==> src/hw/rtl/prrts_pkg.sv <==
// ----------------------------------------------------------------------------
// prrts_pkg: shared types and constants of the thread scheduler
// Slot state and status codes, the ring entry layout and the cell write bus.
// ----------------------------------------------------------------------------
package prrts_pkg;

  localparam int NUM_SLOTS = 16;
  localparam int IDX_W     = (NUM_SLOTS > 1) ? $clog2(NUM_SLOTS) : 1;
  localparam int PRIO_W    = 8;
  localparam int SLOT_W    = 4;
  localparam int ACT_W     = 2;

  typedef enum logic [1:0] {
    SLOT_FREE     = 2'd0,
    SLOT_RUNNABLE = 2'd1,
    SLOT_RUNNING  = 2'd2
  } slot_state_e;

  typedef enum logic [1:0] {
    STATUS_OK       = 2'd0,
    STATUS_NO_FREE  = 2'd1,
    STATUS_DEADLOCK = 2'd2
  } status_e;

  localparam logic MODE_CREATE = 1'b0;
  localparam logic MODE_SCHED  = 1'b1;

  localparam logic [ACT_W-1:0] ACT_KEEP  = 2'd0;
  localparam logic [ACT_W-1:0] ACT_YIELD = 2'd1;
  localparam logic [ACT_W-1:0] ACT_EXIT  = 2'd2;

  // One thread slot as it travels around the ring; tag is its slot index.
  typedef struct packed {
    logic [IDX_W-1:0]  tag;
    slot_state_e       state;
    logic [PRIO_W-1:0] prio;
  } entry_t;

  // Broadcast write into the ring, matched by tag in every cell.
  typedef struct packed {
    logic              en;
    logic [IDX_W-1:0]  tag;
    slot_state_e       state;
    logic              prio_we;
    logic [PRIO_W-1:0] prio;
  } cell_wr_t;

  typedef struct packed {
    logic             found;
    logic [IDX_W-1:0] idx;
  } pick_t;

endpackage

==> src/hw/rtl/prrts_req_if.sv <==
// ----------------------------------------------------------------------------
// prrts_req_if: request channel of the thread scheduler
// Valid/ready handshake carrying mode, priority and current-slot action.
// ----------------------------------------------------------------------------
interface prrts_req_if;
  import prrts_pkg::*;

  logic              valid;
  logic              ready;
  logic              mode;
  logic [PRIO_W-1:0] priority_req;
  logic [ACT_W-1:0]  current_action;

  modport source (output valid, mode, priority_req, current_action, input ready);
  modport sink   (input valid, mode, priority_req, current_action, output ready);
endinterface

// ----------------------------------------------------------------------------
// prrts_rsp_if: result channel of the thread scheduler
// Valid/ready handshake carrying slot, switched flag and status.
// ----------------------------------------------------------------------------
interface prrts_rsp_if;
  import prrts_pkg::*;

  logic              valid;
  logic              ready;
  logic [SLOT_W-1:0] slot;
  logic              switched;
  logic [1:0]        status;

  modport source (output valid, slot, switched, status, input ready);
  modport sink   (input valid, slot, switched, status, output ready);
endinterface

==> src/hw/rtl/prrts_cell.sv <==
// ----------------------------------------------------------------------------
// prrts_cell: one ring cell of the slot table
// Holds one slot entry, shifts it to the neighbor, takes tag-matched writes.
// ----------------------------------------------------------------------------
module prrts_cell import prrts_pkg::*; (
  input  logic             clk_i,
  input  logic             rst_ni,
  input  logic [IDX_W-1:0] tag_init_i,
  input  logic             shift_i,
  input  entry_t           entry_i,
  input  cell_wr_t         wr_i,
  output entry_t           entry_o
);

  entry_t entry_d, entry_q;

  always_comb begin
    entry_d = entry_q;
    if (wr_i.en && (entry_q.tag == wr_i.tag)) begin
      entry_d.state = wr_i.state;
      if (wr_i.prio_we) begin
        entry_d.prio = wr_i.prio;
      end
    end else if (shift_i) begin
      entry_d = entry_i;
    end
  end

  always_ff @(posedge clk_i or negedge rst_ni) begin
    if (!rst_ni) begin
      entry_q.tag   <= tag_init_i;
      entry_q.state <= SLOT_FREE;
      entry_q.prio  <= '0;
    end else begin
      entry_q <= entry_d;
    end
  end

  assign entry_o = entry_q;

endmodule

==> src/hw/rtl/prrts_pick.sv <==
// ----------------------------------------------------------------------------
// prrts_pick: running best-slot tracker at the ring head
// Create: lowest free index. Schedule: lowest priority, then rotation order.
// ----------------------------------------------------------------------------
module prrts_pick import prrts_pkg::*; (
  input  logic             clk_i,
  input  logic             rst_ni,
  input  logic             start_i,
  input  logic             step_i,
  input  logic             mode_i,
  input  logic [IDX_W-1:0] cur_i,
  input  entry_t           head_i,
  output pick_t            pick_o
);

  logic              found_d, found_q;
  logic [IDX_W-1:0]  idx_d, idx_q;
  logic [PRIO_W-1:0] prio_d, prio_q;
  logic [IDX_W-1:0]  dist_d, dist_q;

  logic [IDX_W:0]    dist_wide;
  logic [IDX_W-1:0]  cand_dist;
  logic [PRIO_W-1:0] cand_prio;
  logic              cand_ok;
  logic              better;

  always_comb begin
    // distance from one past the current slot, wrapping
    if (head_i.tag > cur_i) begin
      dist_wide = {1'b0, head_i.tag} - {1'b0, cur_i} - (IDX_W+1)'(1);
    end else begin
      dist_wide = {1'b0, head_i.tag} + (IDX_W+1)'(NUM_SLOTS) - {1'b0, cur_i}
                  - (IDX_W+1)'(1);
    end

    if (mode_i == MODE_SCHED) begin
      cand_ok   = (head_i.state == SLOT_RUNNABLE);
      cand_prio = head_i.prio;
      cand_dist = dist_wide[IDX_W-1:0];
    end else begin
      cand_ok   = (head_i.state == SLOT_FREE);
      cand_prio = '0;
      cand_dist = head_i.tag;
    end

    better = cand_ok && (!found_q || ({cand_prio, cand_dist} < {prio_q, dist_q}));

    found_d = found_q;
    idx_d   = idx_q;
    prio_d  = prio_q;
    dist_d  = dist_q;
    if (start_i) begin
      found_d = 1'b0;
    end else if (step_i && better) begin
      found_d = 1'b1;
      idx_d   = head_i.tag;
      prio_d  = cand_prio;
      dist_d  = cand_dist;
    end
  end

  always_ff @(posedge clk_i or negedge rst_ni) begin
    if (!rst_ni) begin
      found_q <= 1'b0;
    end else begin
      found_q <= found_d;
    end
  end

  always_ff @(posedge clk_i) begin
    idx_q  <= idx_d;
    prio_q <= prio_d;
    dist_q <= dist_d;
  end

  assign pick_o.found = found_q;
  assign pick_o.idx   = idx_q;

endmodule

==> src/hw/rtl/priority_round_robin_thread_scheduler_core.sv <==
// ----------------------------------------------------------------------------
// priority_round_robin_thread_scheduler_core: slot table thread scheduler
//
// Requests arrive on req_i (valid/ready): mode 0 creates a thread in the
// lowest free slot with priority_req, mode 1 applies current_action to the
// current slot and picks the runnable slot with the smallest priority,
// ties going to the first slot met after the current one.
// One result per request leaves on rsp_o: slot, switched and status.
// The slot table is a ring of NUM_SLOTS cells that, during a scan, rotates
// one slot per cycle past a head comparator; the action on the current slot
// is applied as it passes the head. A request runs a scan over every slot
// and then a commit step from accept to result, and one request is in
// flight at a time; ready returns the cycle after the commit, so a new
// request is not taken before the last one is committed.
// A new request is taken while a result waits in the output
// register; if the receiver stalls, the following request holds at its
// commit step until the output register is free.
// Reset marks every slot free with priority 0 and sets the current slot
// to 0; the block is ready as soon as reset is released.
// ----------------------------------------------------------------------------
module priority_round_robin_thread_scheduler_core import prrts_pkg::*; (
  input  logic  clk_i,
  input  logic  rst_ni,
  prrts_req_if.sink   req_i,
  prrts_rsp_if.source rsp_o
);

  typedef enum logic [2:0] {
    S_IDLE   = 3'b001,
    S_SCAN   = 3'b010,
    S_COMMIT = 3'b100
  } fsm_e;

  fsm_e state_d, state_q;

  logic [IDX_W-1:0]  cnt_d, cnt_q;
  logic [IDX_W-1:0]  cur_d, cur_q;
  logic              mode_q;
  logic [PRIO_W-1:0] prio_q;
  logic [ACT_W-1:0]  act_q;

  logic              out_valid_d, out_valid_q;
  logic [SLOT_W-1:0] out_slot_d, out_slot_q;
  logic              out_sw_d, out_sw_q;
  status_e           out_status_d, out_status_q;

  logic     accept;
  logic     shift;
  logic     commit;
  entry_t   ent [NUM_SLOTS];
  entry_t   head_mod;
  cell_wr_t wr;
  pick_t    pick;

  assign accept = req_i.valid && req_i.ready;
  assign shift  = (state_q == S_SCAN);
  assign commit = (state_q == S_COMMIT) && (!out_valid_q || rsp_o.ready);

  // current-slot action applied as that slot passes the head
  always_comb begin
    head_mod = ent[0];
    if (mode_q == MODE_SCHED && ent[0].tag == cur_q) begin
      case (act_q)
        ACT_YIELD: begin
          if (ent[0].state != SLOT_FREE) begin
            head_mod.state = SLOT_RUNNABLE;
          end
        end
        ACT_EXIT: head_mod.state = SLOT_FREE;
        default:  head_mod.state = ent[0].state;
      endcase
    end
  end

  for (genvar k = 0; k < NUM_SLOTS; k++) begin : g_ring
    entry_t cell_in;
    if (k == NUM_SLOTS - 1) begin : g_wrap
      assign cell_in = head_mod;
    end else begin : g_link
      assign cell_in = ent[k+1];
    end
    prrts_cell u_cell (
      .clk_i      (clk_i),
      .rst_ni     (rst_ni),
      .tag_init_i (IDX_W'(k)),
      .shift_i    (shift),
      .entry_i    (cell_in),
      .wr_i       (wr),
      .entry_o    (ent[k])
    );
  end

  prrts_pick u_pick (
    .clk_i  (clk_i),
    .rst_ni (rst_ni),
    .start_i(accept),
    .step_i (shift),
    .mode_i (mode_q),
    .cur_i  (cur_q),
    .head_i (head_mod),
    .pick_o (pick)
  );

  always_comb begin
    state_d      = state_q;
    cnt_d        = cnt_q;
    cur_d        = cur_q;
    out_valid_d  = out_valid_q;
    out_slot_d   = out_slot_q;
    out_sw_d     = out_sw_q;
    out_status_d = out_status_q;
    wr           = '0;

    if (out_valid_q && rsp_o.ready) begin
      out_valid_d = 1'b0;
    end

    unique case (state_q)
      S_IDLE: begin
        if (accept) begin
          state_d = S_SCAN;
          cnt_d   = '0;
        end
      end
      S_SCAN: begin
        cnt_d = cnt_q + IDX_W'(1);
        if (cnt_q == IDX_W'(NUM_SLOTS - 1)) begin
          state_d = S_COMMIT;
        end
      end
      S_COMMIT: begin
        if (commit) begin
          state_d      = S_IDLE;
          out_valid_d  = 1'b1;
          out_sw_d     = 1'b0;
          out_slot_d   = '0;
          out_status_d = STATUS_OK;
          if (mode_q == MODE_CREATE) begin
            if (pick.found) begin
              wr.en      = 1'b1;
              wr.tag     = pick.idx;
              wr.state   = SLOT_RUNNABLE;
              wr.prio_we = 1'b1;
              wr.prio    = prio_q;
              out_slot_d = SLOT_W'(pick.idx);
            end else begin
              out_status_d = STATUS_NO_FREE;
            end
          end else begin
            if (!pick.found) begin
              out_status_d = STATUS_DEADLOCK;
            end else begin
              out_slot_d = SLOT_W'(pick.idx);
              if (pick.idx != cur_q) begin
                wr.en    = 1'b1;
                wr.tag   = pick.idx;
                wr.state = SLOT_RUNNING;
                cur_d    = pick.idx;
                out_sw_d = 1'b1;
              end
            end
          end
        end
      end
      default: state_d = S_IDLE;
    endcase
  end

  always_ff @(posedge clk_i or negedge rst_ni) begin
    if (!rst_ni) begin
      state_q     <= S_IDLE;
      cnt_q       <= '0;
      cur_q       <= '0;
      out_valid_q <= 1'b0;
    end else begin
      state_q     <= state_d;
      cnt_q       <= cnt_d;
      cur_q       <= cur_d;
      out_valid_q <= out_valid_d;
    end
  end

  always_ff @(posedge clk_i) begin
    if (accept) begin
      mode_q <= req_i.mode;
      prio_q <= req_i.priority_req;
      act_q  <= req_i.current_action;
    end
    out_slot_q   <= out_slot_d;
    out_sw_q     <= out_sw_d;
    out_status_q <= out_status_d;
  end

  assign req_i.ready    = (state_q == S_IDLE);
  assign rsp_o.valid    = out_valid_q;
  assign rsp_o.slot     = out_slot_q;
  assign rsp_o.switched = out_sw_q;
  assign rsp_o.status   = out_status_q;

  a_accept_scan: assert property (@(posedge clk_i) disable iff (!rst_ni)
    accept |=> (state_q == S_SCAN))
    else $error("request accepted without starting a scan");

  a_deadlock_clean: assert property (@(posedge clk_i) disable iff (!rst_ni)
    (rsp_o.valid && rsp_o.status == STATUS_DEADLOCK) |->
      (rsp_o.slot == '0 && !rsp_o.switched))
    else $error("deadlock result carries a slot or a switch");

  a_switch_cur: assert property (@(posedge clk_i) disable iff (!rst_ni)
    (rsp_o.valid && rsp_o.switched) |-> (rsp_o.slot == SLOT_W'(cur_q)))
    else $error("switched result does not match the current slot");

endmodule

==> src/flat_wrapper.sv <==
// flat-port wrapper written by rule: the top's interface ports become plain ports
module priority_round_robin_thread_scheduler_core_flat import prrts_pkg::*;
  (clk_i, rst_ni, req_i_valid, req_i_mode, req_i_priority_req, req_i_current_action, req_i_ready, rsp_o_valid, rsp_o_slot, rsp_o_switched, rsp_o_status, rsp_o_ready);
  prrts_req_if req_i_i ();
  prrts_rsp_if rsp_o_i ();
  input  logic clk_i;
  input  logic rst_ni;
  input wire logic [$bits(req_i_i.valid)-1:0] req_i_valid;
  input wire logic [$bits(req_i_i.mode)-1:0] req_i_mode;
  input wire logic [$bits(req_i_i.priority_req)-1:0] req_i_priority_req;
  input wire logic [$bits(req_i_i.current_action)-1:0] req_i_current_action;
  output wire logic [$bits(req_i_i.ready)-1:0] req_i_ready;
  output wire logic [$bits(rsp_o_i.valid)-1:0] rsp_o_valid;
  output wire logic [$bits(rsp_o_i.slot)-1:0] rsp_o_slot;
  output wire logic [$bits(rsp_o_i.switched)-1:0] rsp_o_switched;
  output wire logic [$bits(rsp_o_i.status)-1:0] rsp_o_status;
  input wire logic [$bits(rsp_o_i.ready)-1:0] rsp_o_ready;
  assign req_i_i.valid = req_i_valid;
  assign req_i_i.mode = req_i_mode;
  assign req_i_i.priority_req = req_i_priority_req;
  assign req_i_i.current_action = req_i_current_action;
  assign req_i_ready = req_i_i.ready;
  assign rsp_o_valid = rsp_o_i.valid;
  assign rsp_o_slot = rsp_o_i.slot;
  assign rsp_o_switched = rsp_o_i.switched;
  assign rsp_o_status = rsp_o_i.status;
  assign rsp_o_i.ready = rsp_o_ready;
  priority_round_robin_thread_scheduler_core u_core (.clk_i(clk_i), .rst_ni(rst_ni), .req_i(req_i_i), .rsp_o(rsp_o_i));
endmodule
==> config.mk <==
export PLATFORM = sky130hd
export DESIGN_NAME = priority_round_robin_thread_scheduler_core_flat
export DESIGN_NICKNAME = d
export VERILOG_FILES = /design/src/hw/rtl/prrts_pkg.sv /design/src/hw/rtl/prrts_req_if.sv /design/src/hw/rtl/prrts_cell.sv /design/src/hw/rtl/prrts_pick.sv /design/src/hw/rtl/priority_round_robin_thread_scheduler_core.sv /design/src/flat_wrapper.sv
export SDC_FILE = /design/constraint.sdc
export NUM_CORES = 1
export LEC_CHECK = 0
export BUFFER_PORTS_ARGS = -buffer_cell sky130_fd_sc_hd__buf_4
export CAP_MARGIN = 40
export CORE_MARGIN = 5
export CORE_UTILIZATION = 35
export DETAILED_ROUTE_END_ITERATION = 6
export PLACE_DENSITY = 0.61
export SLEW_MARGIN = 20
export SYNTH_ARGS = -nofsm -noshare
export SYNTH_HDL_FRONTEND = slang
export SYNTH_SLANG_ARGS = --single-unit
==> constraint.sdc <==
create_clock -name clk_i -period 4.6 [get_ports clk_i]
set_input_delay 1.38 -clock clk_i [delete_from_list [all_inputs] [get_ports clk_i]]
set_output_delay 1.38 -clock clk_i [all_outputs]
set_load 0.005 [all_outputs]
==> out/metrics.yaml, run 1 <==
gp_routability_congestion: 0.811
grt_antenna_before_repair: 0
synth.top_cells.by_area: "sky130_fd_sc_hd__dfrtp_1 40%, sky130_fd_sc_hd__nand2_1 9.2%, sky130_fd_sc_hd__edfxtp_1 7.9%"
criticalPathCategory: "flip-flop to primary output"
critPathMaxFanout: 20
power.leakage_nw: 6.39
synth_top_flop_cell: "sky130_fd_sc_hd__dfrtp_1"
htreeDepth: 1
post_cts_hold_buffer_count: 0
fin_worst_hold_slack_ps: 461
totalPowerFinal_mw: 7.56
die_ht_um: 202
post_detailed_route_via_to_cell_ratio: 5.39
hpwl_um: 19400
grt_start_max_net_pins: 115
ios: 24
min-delay-path-class: "flip-flop to flip-flop"
crit_end_category: "primary output"
final.setup_skew_ps: 19.6
seq_cell_area_mm2: 0.00699
multiInputGateArea_mm2: 0.00542
worstHoldPathCells: 2
cts_tree: "yes"
core_region_area_mm2: 0.0365
yosysUniqueCellTypes: 58
hold_viol: 0
peakVddDrop_mv: 0.263
run_status: "finished clean"
ys_ff_latch: 271
reg2regPathDepth: 10
ant_nets: 0
rr_startpoint: "u_core.g_ring[0].u_cell.entry_o[10]"
async_reset_ff_frac: 0.875
port_buffers: 23
grt-ovfl-total: 0
layout_area_overhead_pct: 12.8
drive_above_1_share: 0.118
finalCriticalPeriod_ps: 3210
synthCells: 1287
number_of_drc_markers_after_the_initial_detailed_route_iteration: 1032
synthDominantAreaCellType: "sky130_fd_sc_hd__dfrtp_1"
cts_num_sinks: 271
detail_route.drc_violations: 0
total_negative_setup_slacks_ps: 0
post_synthesis_sequential_area_ratio: 0.542
dr_total_vias: 9508
startpoint_of_the_tightest_hold_check_path: "u_core.g_ring[5].u_cell.entry_o[12]"
row_count: 70
floorplan.die.width_um: 202
cts-resized-gates: 0
fillCellCount: 3499
num-nets-final: 1304
synth.most_common_cell: "sky130_fd_sc_hd__nand2_1"
totalWireLength_um: 31300
cts-root-to-sink-buffers: 3
period_share: 0.698
synth-edff-count: 34
maxSlewViolCount: 0
worstMarginPinSlew_ps: 870
critPathLaunchType: "flip-flop"
clk_pin_slew_worst_paths_ps: 60
synth_fp_nets: 1319
synth.top_cells.by_count: "316 x sky130_fd_sc_hd__nand2_1, 204 x sky130_fd_sc_hd__dfrtp_1, 129 x sky130_fd_sc_hd__o21ai_0"
clockRootBuffer: "sky130_fd_sc_hd__clkbuf_16"
route.detailed.wl_per_inst_um: 17.7
maxCapViolCount: 0
cts_made_buffers: 30
power_per_cell_area_mw_per_mm2: 519
clkLatencyLatePin_ps: 550
antenna_cells_inserted: 0
synth_top_area_share: 0.396
global_route_usage_sum: 0.151
wire_length_of_the_first_global_routing_pass_um: 52000
critPathArrivalTime_ps: 1830
first_global_vias: 9222
fmaxAchievable_mhz: 311
timing.max_slew.rel_slack: 0.420
initial_utilization: 0.353
yosysWarningCount: 0
finalSetupViolCount: 0
firstDrtPassIters: 6
unrepaired_setup_endpoints_after_global_routing: "no"
critPathRequiredTime_ps: 3220
avgSynthCellArea_um2: 10.0
worstSetupStartpoint: "u_core.state_q[1]"
setup_fix_bufs_post_cts: 0
floorplan.die_area_mm2: 0.0408
synthesis.area_mm2: 0.0129
[cells by family (layout without fill, tap and decap cells)]
logic type | count (synthesis) | count (layout) | share of synthesized area
AOI/OAI and AO/OA | 371 | 371 | 0.199
xor gates and xnor gates | 52 | 52 | 0.0353
adders and majority gates | 17 | 17 | 0.0171
buffers and inverters | 126 | 135 | 0.0389
DFF | 271 | 271 | 0.542
muxes | 5 | 5 | 0.00408
and+or+nand+nor | 445 | 445 | 0.163
[flip-flops by register name, summed over array words and instances, names as in the netlist, 2 cells and up]
name and flops:
u_core.g_ring.u_cell.entry_o 224, u_core.prio_q 8, u_core.u_pick.prio_q 8, u_core.cnt_q 4
u_core.cur_q 4, u_core.rsp_o.slot 4, u_core.u_pick.dist_q 4, u_core.u_pick.idx_q 4
u_core.state_q 3, u_core.act_q 2, u_core.rsp_o.status 2
[final cells by class]
type	instances	area share
clock inverters	16	0.00894
well taps	468	0.0402
clock buffers	40	0.0605
repair buffers	49	0.0298
multi-input cells	890	0.372
inverters	30	0.00774
flip-flops and latches	271	0.481
[stage by stage]
stage          cell area [um^2]  worst slack (ps)  std cells  utilization
2_1_floorplan             12900               748       1287            -
3_3_place_gp              13500               929       1701        0.368
3_5_place_dp              13500              1010       1704        0.369
4_1_cts                   14500              1360       1760        0.397
5_1_grt                   14600              1260       1764        0.398
6_report                  14600              1390       1764        0.398
[worst paths after layout]
path	to	slack, ps
min in group asynchronous	u_core.g_ring[4].u_cell.entry_o[10]	910
setup reg to reg	u_core.u_pick.dist_q[3]	1500
hold reg to reg	u_core.g_ring[4].u_cell.entry_o[12]	460
hold / removal	u_core.g_ring[4].u_cell.entry_o[12]	460
setup / recovery	req_i_ready	1390
max in group asynchronous	u_core.g_ring[10].u_cell.entry_o[11]	2770
[placed cells by master, fill, tap and decap left out, drive strengths merged, types with 7 or more instances in the layout]
| cell | count |
|---|---|
| a21o | 16 |
| a21oi | 20 |
| a221o | 32 |
| a22o | 14 |
| a22oi | 104 |
| and2 | 12 |
| and3 | 25 |
| buf | 49 |
| clkbuf | 40 |
| clkinv | 12 |
| dfrtp | 204 |
| dfstp | 33 |
| edfxtp | 34 |
| ha | 16 |
| inv | 31 |
| nand2 | 316 |
| nand3 | 20 |
| nor2 | 16 |
| nor2b | 7 |
| nor3 | 8 |
| nor4 | 19 |
| o211ai | 8 |
| o21ai | 129 |
| o31a | 9 |
| xnor2 | 39 |
| xor2 | 13 |
[per-layer routing]
metal | GRT usage | up-vias | routed length (um)
met5 | 0 | - | 0
met4 | 0.0264 | 0 | 435
met3 | 0.0197 | 29 | 1270
met2 | 0.224 | 189 | 13500
met1 | 0.237 | 4721 | 16100
li1 | - | 4569 | -
[power breakdown]
| part | total [mW] | switching, mW | internal (mW) | leakage (nW) |
|---|---|---|---|---|
| clock | 2.43 | 0.978 | 1.45 | 0.507 |
| combinational | 1.56 | 0.977 | 0.586 | 2.51 |
| sequential | 3.57 | 0.495 | 3.07 | 3.38 |
| total | 7.56 | 2.45 | 5.11 | 6.39 |
[worst max-delay path, cell delays in order, from the launching register on]
cell                      delay (ps)
sky130_fd_sc_hd__dfrtp_1         600
sky130_fd_sc_hd__nor3b_1         480
sky130_fd_sc_hd__buf_4           190
Note: power is estimated with default switching activity, not from simulation.
==> run 2, diff against run 1 <==
clock period = 3.01 ns   (was 4.6 ns; I/O delays follow)
==> run 2 against run 1 <==
Against the previous run: first-iteration DRC count down 14%; clock power up 47%; power grew 52%; global-route usage increased by 0.087 points; critical path depth up 9; critical endpoint is now u_core.u_pick.prio_q[0]; largest cell class unchanged; largest power group unchanged.
==> out/metrics.yaml, run 2 (synthesized netlist as in run 1, its figures left out) <==
run_status: "finished clean"
firstDrtPassIters: 5
criticalPathCategory: "flip-flop to flip-flop"
power_frac_clock: 0.309
worst_path_largest_cell_delay_ps: 410
dr_total_vias: 9626
initial_utilization: 0.353
reg2regPathDepth: 11
hold_viol: 0
clk_pin_slew_worst_paths_ps: 60
num-nets-final: 1336
gp_routability_congestion: 0.811
grt_start_max_net_pins: 120
post_cts_hold_buffer_count: 0
internal-power_mw: 7.77
mostFrequentLayoutCells: "315 x sky130_fd_sc_hd__nand2_1, 204 x sky130_fd_sc_hd__dfrtp_1, 129 x sky130_fd_sc_hd__o21ai_0"
min-delay-path-class: "input port to asynchronous set/reset pin"
power.leakage_nw: 6.52
floorplan.die_area_mm2: 0.0408
antenna_cells_inserted: 0
critPathArrivalTime_ps: 3110
worstMarginPinSlew_ps: 840
net-switching-power_mw: 3.74
number_of_drc_markers_after_the_initial_detailed_route_iteration: 885
htreeDepth: 1
crit_path_cell_trace: "ha_1 -> a21o_1 -> a21oi_2 -> xor2_1 -> nand2_1 -> xnor2_2 -> ha_1 -> o211ai_1 -> a2111oi_4 -> a211oi_4 -> buf_6"
floorplan.die.width_um: 202
cts_made_buffers: 30
timing.max_slew.rel_slack: 0.440
power_per_cell_area_mw_per_mm2: 778
cts_tree: "yes"
grt-ovfl-total: 0
core_region_area_mm2: 0.0365
totalPowerFinal_mw: 11.5
cts-root-to-sink-buffers: 3
post_detailed_route_via_to_cell_ratio: 5.37
fin_worst_hold_slack_ps: 241
detail_route.drc_violations: 0
most_common_cell_after_layout_fill_and_taps_aside: "sky130_fd_sc_hd__nand2_1"
final.setup_skew_ps: 12.9
unrepaired_setup_endpoints_after_global_routing: "no"
final_design_instance_area_without_fill_mm2: 0.0148
cell_type_of_the_slowest_stage_on_the_worst_timing_path: "sky130_fd_sc_hd__dfrtp_1"
critPathMaxFanout: 8
port_buffers: 23
finalSetupViolCount: 0
global_route_usage_sum: 0.152
finalCriticalPeriod_ps: 2850
drive_above_1_share: 0.135
grt_antenna_before_repair: 0
layout_area_overhead_pct: 14.8
clkLatencyLatePin_ps: 550
maxSlewViolCount: 0
p_sw_frac: 0.325
clockRootBuffer: "sky130_fd_sc_hd__clkbuf_16"
largest_register_ff_count: 224
row_count: 70
route.detailed.wl_per_inst_um: 17.6
seqPwrFrac: 0.474
critPathLaunchType: "flip-flop"
period_share: 0.946
wire_length_of_the_first_global_routing_pass_um: 52500
cts_num_sinks: 271
first_global_vias: 9495
ant_nets: 0
hpwl_um: 20000
peakVddDrop_mv: 0.476
maxCapViolCount: 0
part_of_the_power_in_combinational_logic: 0.216
crit_end_category: "flip-flop"
crit_path_frequent_cell: "sky130_fd_sc_hd__ha_1"
fmaxAchievable_mhz: 351
fillCellCount: 3491
die_ht_um: 202
ios: 24
critPathRequiredTime_ps: 3270
placedInstanceArea_mm2: 0.0138
totalWireLength_um: 31600
run 2: worst max-delay path: cells and delay by family, from the launching register on:
family | cells | cell delay, ps
compound gates | 5 | 920
xor+xnor | 2 | 300
fa+ha+maj | 2 | 620
buf+inv | 1 | 180
flops | 1 | 410
simple gates | 1 | 100
run 2: timing repair:
action	in CTS	in global routing
gates resized for setup	1	9
pin swaps	1	3
endpoints found under the setup margin	16	16
buffers inserted	2	0
run 2: power groups by stage:
stage | Clock [mW] | Combinational (mW) | Sequential, mW
global route | 3.80 | 2.83 | 5.56
finish | 3.56 | 2.49 | 5.46
detailed placement | 0 | 2.46 | 5.48
CTS | 3.63 | 2.47 | 5.45
floorplan | 0 | 1.92 | 5.12
global placement | 0 | 2.38 | 5.48
run 2: final timing paths:
kind                                                     startpoint                                   to  slack [ps]
worst max-delay path            u_core.g_ring[0].u_cell.entry_o[11]              u_core.u_pick.prio_q[0]         160
worst min-delay path                                         rst_ni  u_core.g_ring[5].u_cell.entry_o[11]         240
worst max register to register  u_core.g_ring[0].u_cell.entry_o[11]              u_core.u_pick.prio_q[0]         160
worst min register to register  u_core.g_ring[5].u_cell.entry_o[12]  u_core.g_ring[4].u_cell.entry_o[12]         470
max in group asynchronous                                    rst_ni                    u_core.state_q[0]        2000
min in group clk_i              u_core.g_ring[5].u_cell.entry_o[12]  u_core.g_ring[4].u_cell.entry_o[12]         470
run 2: through the flow:
stage,worst slack [ps],std cells,TNS (ps),util
6_report,162,1792,0,0.405
3_5_place_dp,-137,1737,-2190,0.377
2_1_floorplan,104,1287,0,-
3_3_place_gp,-112,1737,-1780,0.377
4_1_cts,29.4,1791,0,0.403
5_1_grt,38.4,1792,0,0.405
run 2: cell type report:
cell class	instances	area, um^2	area share
multi-input combinational	890	5470	0.369
timing repair buffer	81	706	0.0477
clock inverter	10	92.6	0.00625
inverter	30	113	0.00761
sequential	271	6990	0.472
tap	468	586	0.0396
clock buffer	42	847	0.0572
run 2: routing by layer:
| metal | vias up | track usage | wire length, um | part of all wire |
|---|---|---|---|---|
| li1 | 4635 | - | - | - |
| met2 | 188 | 0.231 | 14100 | 0.45 |
| met3 | 37 | 0.0204 | 1400 | 0.044 |
| met1 | 4766 | 0.231 | 15600 | 0.49 |
| met4 | 0 | 0.0320 | 477 | 0.015 |
| met5 | - | 0 | 0 | 0 |
